==> config.mk <==
export PLATFORM = sky130hd
export DESIGN_NAME = twcd_ctrl
export DESIGN_NICKNAME = d
export VERILOG_FILES = /design/src/design/twcd_pkg.sv /design/src/design/twcd_ctrl.sv
export SDC_FILE = /design/constraint.sdc
export NUM_CORES = 1
export LEC_CHECK = 0
export ABC_AREA = 1
export BUFFER_PORTS_ARGS = -buffer_cell sky130_fd_sc_hd__buf_2
export CORE_AREA = 5 5 42 44
export CTS_CLUSTER_SIZE = 25
export DETAILED_ROUTE_END_ITERATION = 8
export DIE_AREA = 0 0 47 49
export GPL_TIMING_DRIVEN = 0
export PLACE_DENSITY = 0.6
export SKIP_LAST_GASP = 1
export SLEW_MARGIN = 30
export SYNTH_ARGS = -nofsm -noshare
export SYNTH_HDL_FRONTEND = slang
export SYNTH_SLANG_ARGS = --single-unit
==> constraint.sdc <==
create_clock -name clk_i -period 1.2 [get_ports clk_i]
set_input_delay 0.24 -clock clk_i [delete_from_list [all_inputs] [get_ports clk_i]]
set_output_delay 0.24 -clock clk_i [all_outputs]
set_load 0.03 [all_outputs]
==> src/design/twcd_pkg.sv <==
// ---------------------------------------------------------------------------
// twcd_pkg
// Shared constants, codes and controller/datapath structs.
// ---------------------------------------------------------------------------
`timescale 1ns / 1ps

package twcd_pkg;

  localparam int unsigned SCREEN_HEIGHT_DEF = 64;
  localparam int unsigned TEX_SIZE_DEF      = 64;

  localparam int unsigned TEX_SEL_W  = 2;
  localparam int unsigned BANK_AW    = 12;
  localparam int unsigned STORE_AW   = TEX_SEL_W + BANK_AW;
  localparam int unsigned COLOR_W    = 32;
  localparam int unsigned DIST_W     = 32;
  localparam int unsigned COLUMN_W   = 10;
  localparam int unsigned TEXCOL_W   = 6;
  localparam int unsigned SIGN_W     = 2;
  localparam int unsigned ROW_OUT_W  = 6;
  localparam int unsigned LH_W       = 16;

  localparam logic [LH_W-1:0] LH_MAX = '1;

  localparam logic REQ_LOAD = 1'b0;
  localparam logic REQ_DRAW = 1'b1;

  localparam logic [TEX_SEL_W-1:0] TEX_EAST  = 2'd0;
  localparam logic [TEX_SEL_W-1:0] TEX_NORTH = 2'd1;
  localparam logic [TEX_SEL_W-1:0] TEX_SOUTH = 2'd2;
  localparam logic [TEX_SEL_W-1:0] TEX_WEST  = 2'd3;

  typedef struct packed {
    logic load_write;
    logic capture;
    logic div_start;
    logic div_row;
    logic lh_load;
    logic col_setup;
    logic row_init;
    logic row_step;
    logic emit;
  } cmd_t;

  typedef struct packed {
    logic div_done;
    logic col_empty;
    logic need_step;
    logic out_free;
    logic last_row;
  } status_t;

endpackage

==> src/design/twcd_ctrl.sv <==
// ---------------------------------------------------------------------------
// twcd_ctrl
// Sequencer: request intake, up to two divisions, row stepping and pixel issue.
// ---------------------------------------------------------------------------
`timescale 1ns / 1ps

module twcd_ctrl (
  input  logic              clk_i,
  input  logic              rst_ni,
  input  logic              in_valid_i,
  input  logic              in_type_i,
  input  twcd_pkg::status_t status_i,
  output logic              in_ready_o,
  output twcd_pkg::cmd_t    cmd_o
);

  localparam logic [2:0] S_IDLE    = 3'd0;
  localparam logic [2:0] S_DIV_LH  = 3'd1;
  localparam logic [2:0] S_BOUNDS  = 3'd2;
  localparam logic [2:0] S_DIV_ROW = 3'd3;
  localparam logic [2:0] S_STEP    = 3'd4;
  localparam logic [2:0] S_EMIT    = 3'd5;

  logic [2:0] state_q;
  logic [2:0] state_d;

  always_comb begin
    state_d    = state_q;
    cmd_o      = '0;
    in_ready_o = 1'b0;
    unique case (state_q)
      S_IDLE: begin
        in_ready_o = 1'b1;
        if (in_valid_i) begin
          if (in_type_i == twcd_pkg::REQ_DRAW) begin
            cmd_o.capture   = 1'b1;
            cmd_o.div_start = 1'b1;
            state_d         = S_DIV_LH;
          end else begin
            cmd_o.load_write = 1'b1;
          end
        end
      end
      S_DIV_LH: begin
        if (status_i.div_done) begin
          cmd_o.lh_load = 1'b1;
          state_d       = S_BOUNDS;
        end
      end
      S_BOUNDS: begin
        if (status_i.col_empty) begin
          state_d = S_IDLE;
        end else begin
          cmd_o.col_setup = 1'b1;
          cmd_o.div_start = 1'b1;
          cmd_o.div_row   = 1'b1;
          state_d         = S_DIV_ROW;
        end
      end
      S_DIV_ROW: begin
        if (status_i.div_done) begin
          cmd_o.row_init = 1'b1;
          state_d        = S_STEP;
        end
      end
      S_STEP: begin
        if (status_i.need_step) begin
          cmd_o.row_step = 1'b1;
        end else begin
          state_d = S_EMIT;
        end
      end
      S_EMIT: begin
        if (status_i.out_free) begin
          cmd_o.emit = 1'b1;
          state_d    = status_i.last_row ? S_IDLE : S_STEP;
        end
      end
      default: begin
        state_d = S_IDLE;
      end
    endcase
  end

  always_ff @(posedge clk_i or negedge rst_ni) begin
    if (!rst_ni) begin
      state_q <= S_IDLE;
    end else begin
      state_q <= state_d;
    end
  end

endmodule

==> results.json, run 1 <==
{
  "synth_nets": 58,
  "cts_max_path_buffers": 2,
  "reg_top3": "state_q x3",
  "relSlewSlack_pct": 82.8,
  "synth_cell_types": 16,
  "ys.warnings.count": 0,
  "synth_compound_area_share_pct": 4.72,
  "r2r_start": "state_q[0]",
  "dr.first_iter.drc_count": 1,
  "max_slew.worst_pin.slew_ps": 258,
  "antenna_found_initial": 0,
  "chipWidth_um": 47,
  "r2r_slack_ps": -60,
  "drtPass1Iterations": 2,
  "clock_latency_ps": 240,
  "synth_top_area_share_pct": 23.6,
  "n_antenna_cell": 0,
  "area_growth_pct": 130,
  "nNetsFinal": 94,
  "finalSetupTns_ps": -2260,
  "critical_path_arrival_ps": 1220,
  "drive_gt1_share_pct": 81.0,
  "final_common_cell": "buf_6",
  "setup_violations": 13,
  "finalNonFillerCells": 100,
  "cellPowerDensity_mw_per_mm2": 2620,
  "synth_area_leader_cell": "dfrtp_1",
  "worst_slack_ps": -258,
  "ys_ff_latch": 3,
  "overflow": 0,
  "synthAdderAreaFrac_pct": 0,
  "violations": "negative setup slack",
  "drv_slew": 0,
  "rr_endpoint": "state_q[0]",
  "numPortBuffers": 18,
  "grt_use_total_pct": 9.87,
  "dpl.hpwl_um": 691,
  "leakagePower_nw": 0.360,
  "netlist_instances": 49,
  "wirelength_um": 1090,
  "vias": 437,
  "hold_path_class": "in -> async",
  "vias_per_cell": 4.37,
  "core_sq_mm": 0.00140,
  "grt_max_degree": 6,
  "synth_top_family_by_area": "simple AND/OR/NAND/NOR gates",
  "synth.area.top_cells": "dfrtp_1 (24%), nand2_1 (13%), nand3_2 (9.4%)",
  "cts_tree": "done",
  "path_class": "reg -> out",
  "place_inst": 83,
  "fin_crit_sh_pct": 122,
  "reg2reg_depth": 9,
  "ir_drop_mv": 1.30,
  "path_clk_slew_ps": 40,
  "synthSimpleGateAreaFrac_pct": 55.1,
  "critPathLaunchType": "register",
  "largest_reg_flops": 3,
  "die_area_sq_mm": 0.00230,
  "hold_viol": 0,
  "top_register": "state_q",
  "gp_congestion": 0.745,
  "ios": 19,
  "start_util_pct": 22.7,
  "rsz0062_at_grt": "yes",
  "cap_violations": 0,
  "end_kind": "output pin",
  "skew_ps": 5.18,
  "grt_pass1_wl_um": 1630,
  "mostFrequentLayoutCells": "buf_6 (14), buf_2 (9), buf_4 (9), nand2_1 (8)",
  "numClockSinks": 3,
  "drc": 0,
  "rows": 14,
  "finalCriticalPeriod_ps": 1460,
  "avgSynthCellArea_sq_um": 6.49,
  "grt_pass1_vias": 411,
  "ys_seq_area_share_pct": 23.6,
  "synth_xor_area_share_pct": 0,
  "cts_root_buffer": "clkbuf_4",
  "hold-worst-slack_ps": 318,
  "wl_per_cell_um": 10.9,
  "crit_required_ps": 960,
  "htree_levels": 1,
  "path_max_fanout": 3,
  "cts_buffers": 3,
  "synthMuxAreaShare_pct": 0,
  "nFillCells": 137,
  "status": "finished with violations",
  "drtAntennaViolNets": 0,
  "syn_area_sq_um": 318,
  "fp.dieH_um": 49,
  "max_freq_ghz": 0.686
}
## routing by layer
metal  part of all wire, %  track usage [%]  up-vias
met3                   6.0             1.48        2
met1                    33             9.25      202
met4                   1.5             6.91        0
li1                      -                -      221
met5                     0                0        -
met2                    59             17.9       12
## how the worst max path moves through the flow
stage | slack (ps) | to | cells after the start | start
after floorplan | -90 | cmd_o[8] | 6 | state_q[0]
after global placement | -150 | cmd_o[5] | 5 | state_q[2]
after detailed placement | -160 | cmd_o[5] | 5 | state_q[2]
after CTS | -330 | cmd_o[8] | 7 | state_q[0]
after global routing | -320 | cmd_o[8] | 6 | state_q[1]
final | -260 | cmd_o[8] | 6 | state_q[1]
## worst max-delay path, cell delays in order, from the launching register on
cell      delay, ps
dfrtp_2         430
nor2_4          180
nand2_4          90
clkinv_4         50
nand2_4          40
nor2_4           70
buf_6           130
## report_power, final
part	switching, mW	internal [mW]	leakage [nW]
clock	0.0589	0.125	0.0150
sequential	0.0915	0.159	0.0346
combinational	0.811	0.670	0.311
total	0.962	0.954	0.360
## synthesized netlist by cell type
master and n:
nand2_1 11, nor2_1 7, inv_1 5, inv_2 4
nand3_1 4, dfrtp_1 3, nand3_2 3, nand2_2 2
nor2_4 2, o21ai_0 2, a21oi_1 1, buf_4 1
buf_6 1, nor2_2 1, nor3_2 1, nor4_1 1
## area by class of cell
class                      instances  area [sq um]  share of cell area (%)
multi-input combinational         35           280                    38.3
tap                               16          20.0                    2.74
buffer                             1          11.3                    1.54
timing repair buffer              32           269                    36.8
clock buffer                       4          26.3                    3.59
inverter                           9          46.3                    6.32
sequential                         3          78.8                    10.8
## timing repair
item                                    4_1_cts  5_1_grt
pin swaps                                     5       11
buffers inserted                             12        2
hold buffers                                  1        0
hold endpoints to repair                      3        0
cloned                                        0        0
gates resized for setup                      20       16
endpoints found under the setup margin       10       13
## logic make-up after synthesis
| group | after synthesis |
|---|---|
| compound gates | 3 |
| flops | 3 |
| buf+inv | 11 |
| simple gates | 32 |
## per-stage QoR
stage	util (%)	total power [mW]	worst slack (ps)	instance area, sq um
after CTS	49.4	1.81	-326	692
after global placement	35.6	1.23	-150	499
after global routing	52.2	2.06	-323	732
final	52.2	1.92	-258	732
after detailed placement	35.6	1.24	-159	499
after floorplan	-	1.05	-87.7	389
No activity file was read; power rests on OpenSTA's default activity.
==> run 2: changes to the inputs <==
==> constraint.sdc (replaced) <==
create_clock -name clk_i -period 1.7 [get_ports clk_i]
set_input_delay 0.34 -clock clk_i [delete_from_list [all_inputs] [get_ports clk_i]]
set_output_delay 0.34 -clock clk_i [all_outputs]
set_load 0.03 [all_outputs]
==> results.json, run 2 (synthesized netlist as in run 1, its figures left out) <==
{
  "end_kind": "output pin",
  "drc": 0,
  "drtPass1Iterations": 1,
  "multi_input_area_sq_um": 209,
  "cts_max_path_buffers": 2,
  "cap_violations": 0,
  "top_register": "state_q",
  "status": "finished, final reports clean",
  "gp_congestion": 0.716,
  "seqCellArea_sq_um": 76.3,
  "drive_gt1_share_pct": 60.3,
  "cts_root_buffer": "clkbuf_4",
  "critical_path_arrival_ps": 1270,
  "chipWidth_um": 47,
  "intPower_mw": 0.415,
  "finalSetupTns_ps": 0,
  "drtAntennaViolNets": 0,
  "nFillCells": 169,
  "max_freq_ghz": 0.620,
  "ios": 19,
  "fp.dieH_um": 49,
  "area_growth_pct": 58.3,
  "mostFrequentLayoutCells": "buf_2 (15), nand2_1 (10), inv_2 (5), nor2_1 (5), clkbuf_4 (5)",
  "cellPowerDensity_mw_per_mm2": 1830,
  "finalCriticalPeriod_ps": 1610,
  "drv_slew": 0,
  "p_seq_share_pct": 16.8,
  "dpl.hpwl_um": 647,
  "grt_pass1_wl_um": 1320,
  "hold_viol": 0,
  "overflow": 0,
  "r2r_slack_ps": 600,
  "leakagePower_nw": 0.283,
  "skew_ps": 1.60,
  "htree_levels": 1,
  "path_clk_slew_ps": 40,
  "vias": 368,
  "nNetsFinal": 83,
  "path_max_fanout": 8,
  "hold-worst-slack_ps": 424,
  "grt_pass1_vias": 347,
  "antenna_found_initial": 0,
  "rows": 14,
  "die_area_sq_mm": 0.00230,
  "core_sq_mm": 0.00140,
  "fin_crit_sh_pct": 94.8,
  "hold_path_class": "in -> async",
  "crit_required_ps": 1360,
  "wl_per_cell_um": 9.09,
  "final_common_cell": "buf_2",
  "largest_reg_flops": 3,
  "vias_per_cell": 4.13,
  "reg_top3": "state_q x3",
  "numPortBuffers": 18,
  "path_class": "reg -> out",
  "p_switching_mw": 0.503,
  "relSlewSlack_pct": 86.7,
  "rsz0062_at_grt": "no",
  "wirelength_um": 809,
  "cts_buffers": 3,
  "dr.first_iter.drc_count": 0,
  "ir_drop_mv": 0.716,
  "start_util_pct": 22.7,
  "grt_use_total_pct": 7.83,
  "clock_latency_ps": 230,
  "combPwrFrac_pct": 69.4,
  "numClockSinks": 3,
  "swShare_pct": 54.8,
  "max_slew.worst_pin.slew_ps": 199,
  "critPathLaunchType": "register",
  "n_antenna_cell": 0,
  "grt_max_degree": 9,
  "setup_violations": 0,
  "cts_tree": "done",
  "power_frac_clock_pct": 13.8
}
-- run 2: cell types whose count changed in the layout (fill, tap and decap cells not counted), sizes merged --
cell    previous run  this run
buf               32        19
clkbuf             4         6
clkinv             1         0
inv                8         9
-- run 2: path summary, 6_finish.rpt --
path	startpoint	endpoint	cells after the start
worst max-delay path	state_q[0]	cmd_o[5]	6
worst min-delay path	rst_ni	state_q[2]	2
worst max register to register	state_q[0]	state_q[0]	7
worst min register to register	state_q[0]	state_q[0]	3
max in group asynchronous	rst_ni	state_q[2]	2
min in group clk_i	status_i[4]	state_q[1]	4
-- run 2: final cells by class --
cell class	count	area share (%)
Multi-Input combinational cell	35	41.5
Timing Repair Buffer	20	23.6
Sequential cell	3	15.2
Inverter	9	6.72
Clock buffer	4	5.22
Tap cell	16	3.98
Buffer	2	3.73
-- run 2: power groups by stage --
| stage | Clock, mW | Sequential [mW] | Combinational (mW) |
|---|---|---|---|
| floorplan | 0 | 0.144 | 0.483 |
| global placement | 0 | 0.150 | 0.597 |
| detailed placement | 0 | 0.151 | 0.606 |
| CTS | 0.134 | 0.153 | 0.613 |
| global route | 0.144 | 0.159 | 0.719 |
| finish | 0.127 | 0.154 | 0.638 |
-- run 2: stage by stage --
step                area (sq um)  power, mW  util [%]  instances  worst slack [ps]
floorplan                    327      0.626         -         49              64.5
global placement             437      0.747      31.2         83               259
detailed placement           437      0.757      31.2         83               237
CTS                          477      0.899      34.0         88              11.7
global route                 503       1.02      35.9         89              6.86
finish                       503      0.919      35.9         89              87.8
-- run 2: timing repair --
item / CTS / global route
setup buffers: 0 / 1
hold buffers: 1 / 0
endpoints found under the setup margin: 2 / 4
endpoints found under the hold margin: 3 / 0
cloned: 0 / 0
pin swaps: 0 / 1
resized for setup: 2 / 7
-- run 2: routing by layer --
metal  up-vias  global-route usage [%]  routed length (um)
met5         -                       0                   0
met4         0                    6.91                  17
met3         2                    1.85                  94
met2        14                    12.2                 372
met1       154                    8.17                 325
li1        198                       -                   -
-- run 2: critical path, stage by stage (launching register included) --
cell      delay (ps)
dfrtp_1          360
buf_6            140
nor2_2           110
nand3_2           80
inv_1             80
buf_4            100
clkbuf_4         170
